===== src/rtl/core/bmp16_pkg.sv =====
package bmp16_pkg;

    // register map, index = paddr / 4
    localparam logic [2:0] REG_RED_MASK     = 3'd0;
    localparam logic [2:0] REG_GREEN_MASK   = 3'd1;
    localparam logic [2:0] REG_BLUE_MASK    = 3'd2;
    localparam logic [2:0] REG_IMAGE_WIDTH  = 3'd3;
    localparam logic [2:0] REG_IMAGE_HEIGHT = 3'd4;
    localparam logic [2:0] REG_FRAME_WIDTH  = 3'd5;
    localparam logic [2:0] REG_FRAME_HEIGHT = 3'd6;

    localparam int unsigned DIM_W       = 11;
    localparam int unsigned PIX_W       = 16;
    localparam int unsigned ADDR_W      = 21;
    localparam int unsigned QUEUE_DEPTH = 4;
    localparam int unsigned QPTR_W      = $clog2(QUEUE_DEPTH);

    localparam logic [4:0] RED_BITS   = 5'd5;
    localparam logic [4:0] GREEN_BITS = 5'd6;
    localparam logic [4:0] BLUE_BITS  = 5'd5;

    // per-channel shift setup, derived from the mask
    typedef struct packed {
        logic [3:0] low_zeros;
        logic       left;
        logic [3:0] amount;
    } chan_cfg_t;

    typedef struct packed {
        logic [DIM_W-1:0] image_width;
        logic [DIM_W-1:0] image_height;
        logic [DIM_W-1:0] frame_width;
        logic [DIM_W-1:0] frame_height;
    } geom_t;

    typedef struct packed {
        logic [PIX_W-1:0] red_mask;
        logic [PIX_W-1:0] green_mask;
        logic [PIX_W-1:0] blue_mask;
        chan_cfg_t        red_cfg;
        chan_cfg_t        green_cfg;
        chan_cfg_t        blue_cfg;
    } colour_cfg_t;

    // one classified word between front and back
    typedef struct packed {
        logic [PIX_W-1:0] pixel;
        logic [DIM_W-1:0] row;
        logic [DIM_W-1:0] col;
        logic             write_enable;
        logic             last_pixel;
        logic             size_error;
    } front_item_t;

    function automatic chan_cfg_t derive_chan(input logic [PIX_W-1:0] mask,
                                              input logic [4:0] target);
        logic [4:0] ones;
        logic [3:0] lz;
        logic       found;
        chan_cfg_t  c;
        ones  = '0;
        lz    = '0;
        found = 1'b0;
        for (int i = 0; i < PIX_W; i++) begin
            ones = ones + 5'(mask[i]);
            if (mask[i] && !found) begin
                lz    = 4'(i);
                found = 1'b1;
            end
        end
        c.low_zeros = lz;
        if (ones <= target) begin
            c.left   = 1'b1;
            c.amount = 4'(target - ones);
        end
        else begin
            c.left   = 1'b0;
            c.amount = 4'(ones - target);
        end
        return c;
    endfunction

    // result is cut to the channel width by the caller
    function automatic logic [5:0] convert_chan(input logic [PIX_W-1:0] pixel,
                                                input logic [PIX_W-1:0] mask,
                                                input chan_cfg_t c);
        logic [PIX_W-1:0] ext;
        logic [PIX_W-1:0] sh;
        ext = (pixel & mask) >> c.low_zeros;
        if (c.left)
            sh = ext << c.amount;
        else
            sh = ext >> c.amount;
        return sh[5:0];
    endfunction

endpackage


===== src/rtl/core/bmp16_front.sv =====
module bmp16_front
    import bmp16_pkg::*;
#(
    parameter int unsigned MAX_DIMENSION = 1024
)
(
    input  logic             clk,
    input  logic             rst_n,
    input  geom_t            geom,
    input  logic             word_valid,
    output logic             word_ready,
    input  logic [PIX_W-1:0] word_data,
    output logic             push,
    output front_item_t      push_item,
    input  logic             queue_full
);

    logic [DIM_W-1:0] col_reg, col_next;
    logic [DIM_W-1:0] row_reg, row_next;
    logic             size_err;
    logic [DIM_W:0]   row_words;
    logic             out_of_range;
    logic [DIM_W-1:0] col_cur, row_cur;
    logic [DIM_W:0]   col_inc;
    logic [DIM_W:0]   row_inc;
    logic             is_pixel;
    logic [DIM_W-1:0] src_y;
    logic [DIM_W-1:0] row_base, col_base;

    assign word_ready = !queue_full;
    assign push       = word_valid && word_ready;

    always_comb
    begin
        size_err = (geom.image_width == '0) || (geom.image_height == '0) ||
                   (geom.image_width > geom.frame_width) ||
                   (geom.image_height > geom.frame_height) ||
                   (32'(geom.frame_width) > MAX_DIMENSION) ||
                   (32'(geom.frame_height) > MAX_DIMENSION);

        row_words    = {1'b0, geom.image_width} + (DIM_W+1)'(geom.image_width[0]);
        out_of_range = ({1'b0, col_reg} >= row_words) || (row_reg >= geom.image_height);
        col_cur      = out_of_range ? '0 : col_reg;
        row_cur      = out_of_range ? '0 : row_reg;
        is_pixel     = col_cur < geom.image_width;

        src_y    = geom.image_height - 1'b1 - row_cur;
        row_base = (geom.frame_height - geom.image_height) >> 1;
        col_base = (geom.frame_width - geom.image_width) >> 1;

        push_item.pixel        = word_data;
        push_item.row          = row_base + src_y;
        push_item.col          = col_base + col_cur;
        push_item.write_enable = !size_err && is_pixel;
        push_item.last_pixel   = !size_err && is_pixel &&
                                 (row_cur == geom.image_height - 1'b1) &&
                                 (col_cur == geom.image_width - 1'b1);
        push_item.size_error   = size_err;

        col_inc  = {1'b0, col_cur} + 1'b1;
        row_inc  = {1'b0, row_cur} + 1'b1;
        col_next = col_reg;
        row_next = row_reg;
        if (push) begin
            if (size_err) begin
                col_next = '0;
                row_next = '0;
            end
            else if (col_inc >= row_words) begin
                col_next = '0;
                row_next = (row_inc >= {1'b0, geom.image_height}) ? '0 : row_inc[DIM_W-1:0];
            end
            else begin
                col_next = col_inc[DIM_W-1:0];
                row_next = row_cur;
            end
        end
    end

    always_ff @(posedge clk or negedge rst_n)
    begin
        if (!rst_n) begin
            col_reg <= '0;
            row_reg <= '0;
        end
        else begin
            col_reg <= col_next;
            row_reg <= row_next;
        end
    end

endmodule


===== src/rtl/core/bmp16_queue.sv =====
module bmp16_queue
    import bmp16_pkg::*;
(
    input  logic        clk,
    input  logic        rst_n,
    input  logic        push,
    input  front_item_t push_item,
    output logic        full,
    input  logic        pop,
    output front_item_t pop_item,
    output logic        not_empty
);

    front_item_t         mem_reg [QUEUE_DEPTH];
    logic [QPTR_W-1:0]   wr_ptr_reg, wr_ptr_next;
    logic [QPTR_W-1:0]   rd_ptr_reg, rd_ptr_next;
    logic [QPTR_W:0]     count_reg, count_next;

    assign full      = count_reg == (QPTR_W+1)'(QUEUE_DEPTH);
    assign not_empty = count_reg != '0;
    assign pop_item  = mem_reg[rd_ptr_reg];

    always_comb
    begin
        wr_ptr_next = push ? wr_ptr_reg + 1'b1 : wr_ptr_reg;
        rd_ptr_next = pop  ? rd_ptr_reg + 1'b1 : rd_ptr_reg;
        count_next  = count_reg + (QPTR_W+1)'(push) - (QPTR_W+1)'(pop);
    end

    always_ff @(posedge clk)
    begin
        if (push)
            mem_reg[wr_ptr_reg] <= push_item;
    end

    always_ff @(posedge clk or negedge rst_n)
    begin
        if (!rst_n) begin
            wr_ptr_reg <= '0;
            rd_ptr_reg <= '0;
            count_reg  <= '0;
        end
        else begin
            wr_ptr_reg <= wr_ptr_next;
            rd_ptr_reg <= rd_ptr_next;
            count_reg  <= count_next;
        end
    end

endmodule


===== src/rtl/core/bmp16_back.sv =====
module bmp16_back
    import bmp16_pkg::*;
(
    input  logic              clk,
    input  logic              rst_n,
    input  logic [DIM_W-1:0]  frame_width,
    input  colour_cfg_t       colour,
    input  logic              item_valid,
    input  front_item_t       item,
    output logic              pop,
    output logic              out_valid,
    input  logic              out_ready,
    output logic [PIX_W-1:0]  rgb565,
    output logic [ADDR_W-1:0] byte_address,
    output logic              write_enable,
    output logic              last_pixel,
    output logic              size_error
);

    logic              valid_reg, valid_next;
    logic [PIX_W-1:0]  rgb_reg, rgb_next;
    logic [ADDR_W-1:0] addr_reg, addr_next;
    logic              we_reg, last_reg, err_reg;
    logic [2*DIM_W-1:0] product;
    logic [2*DIM_W:0]   linear;
    logic [5:0]        red6, green6, blue6;

    assign pop = item_valid && (!valid_reg || out_ready);

    always_comb
    begin
        red6    = convert_chan(item.pixel, colour.red_mask, colour.red_cfg);
        green6  = convert_chan(item.pixel, colour.green_mask, colour.green_cfg);
        blue6   = convert_chan(item.pixel, colour.blue_mask, colour.blue_cfg);
        product = item.row * frame_width;
        linear  = {1'b0, product} + (2*DIM_W+1)'(item.col);

        rgb_next  = item.write_enable ? {red6[4:0], green6, blue6[4:0]} : '0;
        addr_next = item.write_enable ? {linear[ADDR_W-2:0], 1'b0} : '0;

        if (pop)
            valid_next = 1'b1;
        else if (out_ready)
            valid_next = 1'b0;
        else
            valid_next = valid_reg;
    end

    always_ff @(posedge clk)
    begin
        if (pop) begin
            rgb_reg  <= rgb_next;
            addr_reg <= addr_next;
            we_reg   <= item.write_enable;
            last_reg <= item.last_pixel;
            err_reg  <= item.size_error;
        end
    end

    always_ff @(posedge clk or negedge rst_n)
    begin
        if (!rst_n)
            valid_reg <= 1'b0;
        else
            valid_reg <= valid_next;
    end

    assign out_valid    = valid_reg;
    assign rgb565       = rgb_reg;
    assign byte_address = addr_reg;
    assign write_enable = we_reg;
    assign last_pixel   = last_reg;
    assign size_error   = err_reg;

endmodule


===== src/rtl/core/bmp16_to_rgb565_placer.sv =====
// Streams the 16-bit words of a BMP pixel array, in file order (bottom row
// first), and turns each one into an RGB565 pixel plus the frame buffer
// byte address of its place: the image is centred in the frame and flipped
// so the top row lands at the lowest address. On odd widths the padding
// word at the end of each row is consumed and answered with write_enable
// low and zero payload. Each channel is pulled out under its mask (APB
// registers at 0x00/0x04/0x08, reset to 5-5-5), shifted down and rescaled
// to 5/6/5 bits; a zero mask gives zero. Image and frame sizes sit at
// 0x0C..0x18. If the sizes are invalid (zero, image larger than frame, or
// frame above MAX_DIMENSION) every word returns size_error with zero
// payload and the position counters clear. tlast marks the final pixel of
// the image. Throughput is one word per clock while m_axis_tready is high;
// the front classifies each accepted word into a four-deep queue, then
// the back end's single stage holding the 11x11 address multiply and the
// channel shifters registers it and presents the result. The derived
// shift registers follow a mask change in the next cycle. Write
// configuration only while idle.
module bmp16_to_rgb565_placer
    import bmp16_pkg::*;
#(
    parameter int unsigned MAX_DIMENSION = 1024
)
(
    input  logic        clk,
    input  logic        rst_n,
    // APB configuration
    input  logic        psel,
    input  logic        penable,
    input  logic        pwrite,
    input  logic [4:0]  paddr,
    input  logic [31:0] pwdata,
    output logic [31:0] prdata,
    output logic        pready,
    // source words
    input  logic        s_axis_tvalid,
    output logic        s_axis_tready,
    input  logic [15:0] s_axis_tdata,   // [15:0] source_word
    // placed pixels
    output logic        m_axis_tvalid,
    input  logic        m_axis_tready,
    output logic [39:0] m_axis_tdata,   // [15:0] rgb565, [36:16] byte_address, zero above
    output logic [1:0]  m_axis_tuser,   // [0] write_enable, [1] size_error
    output logic        m_axis_tlast    // last_pixel
);

    logic [PIX_W-1:0] red_mask_reg, green_mask_reg, blue_mask_reg;
    logic [DIM_W-1:0] image_width_reg, image_height_reg;
    logic [DIM_W-1:0] frame_width_reg, frame_height_reg;
    chan_cfg_t        red_cfg_reg, green_cfg_reg, blue_cfg_reg;
    logic             cfg_write;
    logic [2:0]       reg_index;

    geom_t            geom;
    colour_cfg_t      colour;

    logic             push, queue_full, pop, queue_valid;
    front_item_t      push_item, pop_item;

    logic [PIX_W-1:0]  rgb565;
    logic [ADDR_W-1:0] byte_address;
    logic              write_enable, size_error;

    // ---------------- configuration ----------------
    assign pready    = 1'b1;
    assign cfg_write = psel && penable && pwrite;
    assign reg_index = paddr[4:2];

    always_ff @(posedge clk or negedge rst_n)
    begin
        if (!rst_n) begin
            red_mask_reg     <= 16'h7C00;
            green_mask_reg   <= 16'h03E0;
            blue_mask_reg    <= 16'h001F;
            image_width_reg  <= 11'd1;
            image_height_reg <= 11'd1;
            frame_width_reg  <= 11'd1024;
            frame_height_reg <= 11'd1024;
        end
        else if (cfg_write) begin
            unique case (reg_index)
                REG_RED_MASK:     red_mask_reg     <= pwdata[PIX_W-1:0];
                REG_GREEN_MASK:   green_mask_reg   <= pwdata[PIX_W-1:0];
                REG_BLUE_MASK:    blue_mask_reg    <= pwdata[PIX_W-1:0];
                REG_IMAGE_WIDTH:  image_width_reg  <= pwdata[DIM_W-1:0];
                REG_IMAGE_HEIGHT: image_height_reg <= pwdata[DIM_W-1:0];
                REG_FRAME_WIDTH:  frame_width_reg  <= pwdata[DIM_W-1:0];
                REG_FRAME_HEIGHT: frame_height_reg <= pwdata[DIM_W-1:0];
                default:          ;
            endcase
        end
    end

    // shift setup is registered from the masks in the next cycle (popcount, trailing zeros)
    always_ff @(posedge clk or negedge rst_n)
    begin
        if (!rst_n) begin
            red_cfg_reg   <= derive_chan(16'h7C00, RED_BITS);
            green_cfg_reg <= derive_chan(16'h03E0, GREEN_BITS);
            blue_cfg_reg  <= derive_chan(16'h001F, BLUE_BITS);
        end
        else begin
            red_cfg_reg   <= derive_chan(red_mask_reg, RED_BITS);
            green_cfg_reg <= derive_chan(green_mask_reg, GREEN_BITS);
            blue_cfg_reg  <= derive_chan(blue_mask_reg, BLUE_BITS);
        end
    end

    always_comb
    begin
        unique case (reg_index)
            REG_RED_MASK:     prdata = 32'(red_mask_reg);
            REG_GREEN_MASK:   prdata = 32'(green_mask_reg);
            REG_BLUE_MASK:    prdata = 32'(blue_mask_reg);
            REG_IMAGE_WIDTH:  prdata = 32'(image_width_reg);
            REG_IMAGE_HEIGHT: prdata = 32'(image_height_reg);
            REG_FRAME_WIDTH:  prdata = 32'(frame_width_reg);
            REG_FRAME_HEIGHT: prdata = 32'(frame_height_reg);
            default:          prdata = '0;
        endcase
    end

    assign geom.image_width  = image_width_reg;
    assign geom.image_height = image_height_reg;
    assign geom.frame_width  = frame_width_reg;
    assign geom.frame_height = frame_height_reg;

    assign colour.red_mask   = red_mask_reg;
    assign colour.green_mask = green_mask_reg;
    assign colour.blue_mask  = blue_mask_reg;
    assign colour.red_cfg    = red_cfg_reg;
    assign colour.green_cfg  = green_cfg_reg;
    assign colour.blue_cfg   = blue_cfg_reg;

    // ---------------- front: position tracking and classification ----------------
    bmp16_front #(
        .MAX_DIMENSION (MAX_DIMENSION)
    ) u_front (
        .clk        (clk),
        .rst_n      (rst_n),
        .geom       (geom),
        .word_valid (s_axis_tvalid),
        .word_ready (s_axis_tready),
        .word_data  (s_axis_tdata),
        .push       (push),
        .push_item  (push_item),
        .queue_full (queue_full)
    );

    // ---------------- decoupling queue ----------------
    bmp16_queue u_queue (
        .clk       (clk),
        .rst_n     (rst_n),
        .push      (push),
        .push_item (push_item),
        .full      (queue_full),
        .pop       (pop),
        .pop_item  (pop_item),
        .not_empty (queue_valid)
    );

    // ---------------- back: colour conversion and address ----------------
    bmp16_back u_back (
        .clk          (clk),
        .rst_n        (rst_n),
        .frame_width  (frame_width_reg),
        .colour       (colour),
        .item_valid   (queue_valid),
        .item         (pop_item),
        .pop          (pop),
        .out_valid    (m_axis_tvalid),
        .out_ready    (m_axis_tready),
        .rgb565       (rgb565),
        .byte_address (byte_address),
        .write_enable (write_enable),
        .last_pixel   (m_axis_tlast),
        .size_error   (size_error)
    );

    assign m_axis_tdata = {3'b000, byte_address, rgb565};
    assign m_axis_tuser = {size_error, write_enable};

endmodule

===== config.mk =====
export PLATFORM = sky130hd
export DESIGN_NAME = bmp16_to_rgb565_placer
export DESIGN_NICKNAME = d
export VERILOG_FILES = /design/src/rtl/core/bmp16_pkg.sv /design/src/rtl/core/bmp16_front.sv /design/src/rtl/core/bmp16_queue.sv /design/src/rtl/core/bmp16_back.sv /design/src/rtl/core/bmp16_to_rgb565_placer.sv
export SDC_FILE = /design/constraint.sdc
export NUM_CORES = 1
export LEC_CHECK = 0
export BUFFER_PORTS_ARGS = -buffer_cell sky130_fd_sc_hd__buf_2
export CORE_MARGIN = 5
export CORE_UTILIZATION = 58
export CTS_CLUSTER_DIAMETER = 200
export DETAILED_ROUTE_END_ITERATION = 8
export HOLD_SLACK_MARGIN = 0.1
export PLACE_DENSITY = 0.82
export SLEW_MARGIN = 20
export SYNTH_ARGS = -nofsm -noshare
export SYNTH_HDL_FRONTEND = slang
export SYNTH_SLANG_ARGS = --single-unit
export TNS_END_PERCENT = 5

===== constraint.sdc =====
create_clock -name clk -period 6.55 [get_ports clk]
set_input_delay 1.31 -clock clk [delete_from_list [all_inputs] [get_ports clk]]
set_output_delay 1.31 -clock clk [all_outputs]
set_load 0.05 [all_outputs]

==> results.toml <==
[global_routing]
grt_util_all_layers_pct = 29.70
grt_pass1_vias = 23930
gr-total-overflow = 0
antenna_found_initial = 4
grt_start_max_net_pins = 85
grt_pass1_wl_um = 133000

[worst_setup_path]
startpoint_type = "register"
crit_fanout = 5
end_kind = "register"
crit_arrival_ns = 6.58
required_ns = 7.00
slowest_delay_ns = 0.49
crit_slowest_cell = "dfrtp_1"
path_class = "reg -> reg"
path_common_cell = "ha_1"

[timing]
worst_slack_ns = 0.4276
clock.fmax_ghz = 0.1633
tightest_slew_ns = 0.9759
clock_skew_ns = 0.01568
final.setup.tns_ns = 0
finalCritPeriodShare_pct = 93.47
drv_slew = 0
finalHoldViolCount = 0
min_period_ns = 6.122
rsz0062_at_grt = "true"
finalSetupViolCount = 0
slew-limit-headroom_pct = 33.08

[route]
route.detailed.drc = 0
viasPerCell = 6.527
wire_per_inst_um = 22.81
route.vias.total = 24330
dr.first_iter.drc_count = 2728
drtPass1Iterations = 6
antenna_left = 0
routed_wl_um = 85050

[clocking]
worstSkewPairLatency_ns = 0.58
clockBufferDepth = 3
cts.clk_slew.worst_paths_ns = 0.06
clkSinkCount = 352
cts_buffers = 39
h-tree-depth = 2
cts_tree = "yes"
cts_root_buf = "clkbuf_16"

[placed_design]
place_ws_ns = 0.3875
gp_congestion = 0.9785
dp.final_hpwl_um = 64100
placed_cells = 3647
port-buffer-count = 98

[floorplan]
start_util_pct = 58.76
die_h_um = 235.7
die_x_um = 235.7
ios = 138
fp-row-count = 82
coreArea_um2 = 50270
die_area_um2 = 55540

[layout]
stdcell_count = 3728
nets = 3416
drive_gt1_share_pct = 14.57
largest_register_ffs = 164
areaGrowthSynthToFinish_pct = 8.387

[logic_synthesis]
synth_async_sr_flop_share_pct = 42.33
syn-mean-instance-area_um2 = 9.956
synth_ff_type = "edfxtp_1"
synth.cell_area_um2 = 29540
synth-seq-cells = 352
synthesis.instances = 2967
seq_area_frac_synth_pct = 33.37
yosys_warnings = 0
yosysUniqueCellTypes = 91
synth_enable_flop_cells = 203

[flow_run]
maxCapViolCount = 0

[worst_hold_path]
hold_class = "reg -> reg"

[outcome]
status = "finished, final reports clean"
[path summary, 6_finish.rpt]
path	startpoint	end	slack, ns	cells after the start
worst max-delay path	image_width_reg[1]	u_front.col_reg[7]	0.43	25
worst min-delay path	u_front.col_reg[10]	u_front.col_reg[10]	0.57	1
worst max register to register	image_width_reg[1]	u_front.col_reg[7]	0.43	25
worst min register to register	u_front.col_reg[10]	u_front.col_reg[10]	0.57	1
max in group asynchronous	rst_n	frame_height_reg[2]	4.53	2
min in group asynchronous	rst_n	u_front.row_reg[5]	0.78	1
[synth_stat cells (23+ instances only)]
cell / number / area (um^2)
nand2_1: 263 / 987.2
dfstp_2: 27 / 709.4
o22ai_1: 69 / 431.7
ha_1: 198 / 2477
a21oi_1: 114 / 570.6
inv_1: 310 / 1164
nand2b_1: 56 / 350.3
nor2b_1: 35 / 219.0
fa_1: 134 / 2683
xor2_1: 29 / 254.0
mux2i_1: 54 / 540.5
nor4_1: 24 / 150.1
edfxtp_1: 203 / 6096
xnor2_1: 85 / 744.5
buf_4: 27 / 202.7
and2_1: 63 / 394.1
mux2_2: 89 / 1002
mux4_2: 66 / 1486
clkbuf_1: 103 / 386.6
nand3_1: 61 / 305.3
dfrtp_1: 122 / 3053
nor3_1: 48 / 240.2
nor2_1: 194 / 728.2
o21ai_0: 114 / 570.6
a21o_1: 23 / 172.7
[critical path, delay by kind of cell (launching register included)]
| family | cells | cell delay (ns) |
|---|---|---|
| buffers and inverters | 2 | 0.31 |
| DFF | 1 | 0.49 |
| and+or+nand+nor | 9 | 2.10 |
| adders and majority gates | 4 | 1.02 |
| AOI/OAI and AO/OA | 8 | 1.65 |
| xor gates and xnor gates | 2 | 0.41 |
[routing by layer]
metal  track usage, %  part of all wire [%]  wire (um)
met5                0                0.0094          8
met1            41.16                    40      33960
met4            9.377                   3.4       2875
met3            6.924                    11       9456
met2            46.87                    46      38750
[cells by family after synthesis]
group | count (synthesis) | synth area share [%]
muxes | 219 | 10.80
DFF | 352 | 33.37
buffers and inverters | 475 | 6.561
and+or+nand+nor | 844 | 13.80
other | 2 | 0.02542
xor gates and xnor gates | 114 | 3.380
adders and majority gates | 332 | 17.47
AOI/OAI and AO/OA | 629 | 14.59
[layout make-up]
cell class | count | area, um^2
fill | 3926 | 18260
multi-input combinational | 2159 | 17850
sequential | 352 | 9866
inverter | 316 | 1186
clock buffer | 48 | 1071
timing repair buffer | 156 | 939.7
tap | 672 | 840.8
clock inverter | 23 | 256.5
antenna | 2 | 5.005
[timing repair]
| item | 4_1_cts | 5_1_grt |
|---|---|---|
| endpoints found under the setup margin | 0 | 9 |
| hold buffers | 0 | 0 |
| setup buffers | 0 | 8 |
| gates resized for setup | 0 | 2 |
[per-stage QoR]
step	cell area, um^2	util, %	hold slack (ns)
global placement	30610	60.88	0.5302
global route	32010	63.67	0.5891
CTS	31930	63.52	0.5606
finish	32020	63.68	0.5684
floorplan	29630	-	0.4779
detailed placement	30610	60.88	0.5394
[cells in the final DEF, fill, tap and decap left out, types with 66 or more instances in the layout]
| master | count |
|---|---|
| xnor2_1 | 84 |
| nand2_1 | 263 |
| dfrtp_1 | 120 |
| o22ai_1 | 69 |
| ha_1 | 198 |
| mux2_2 | 89 |
| a21oi_1 | 113 |
| edfxtp_1 | 203 |
| fa_1 | 134 |
| inv_1 | 310 |
| nor2_1 | 193 |
| mux4_2 | 66 |
| o21ai_0 | 113 |
| buf_2 | 97 |
Power is left out: the tool's default activity adds up to more than one toggle a clock period on the data nets, which glitch-free logic cannot reach.
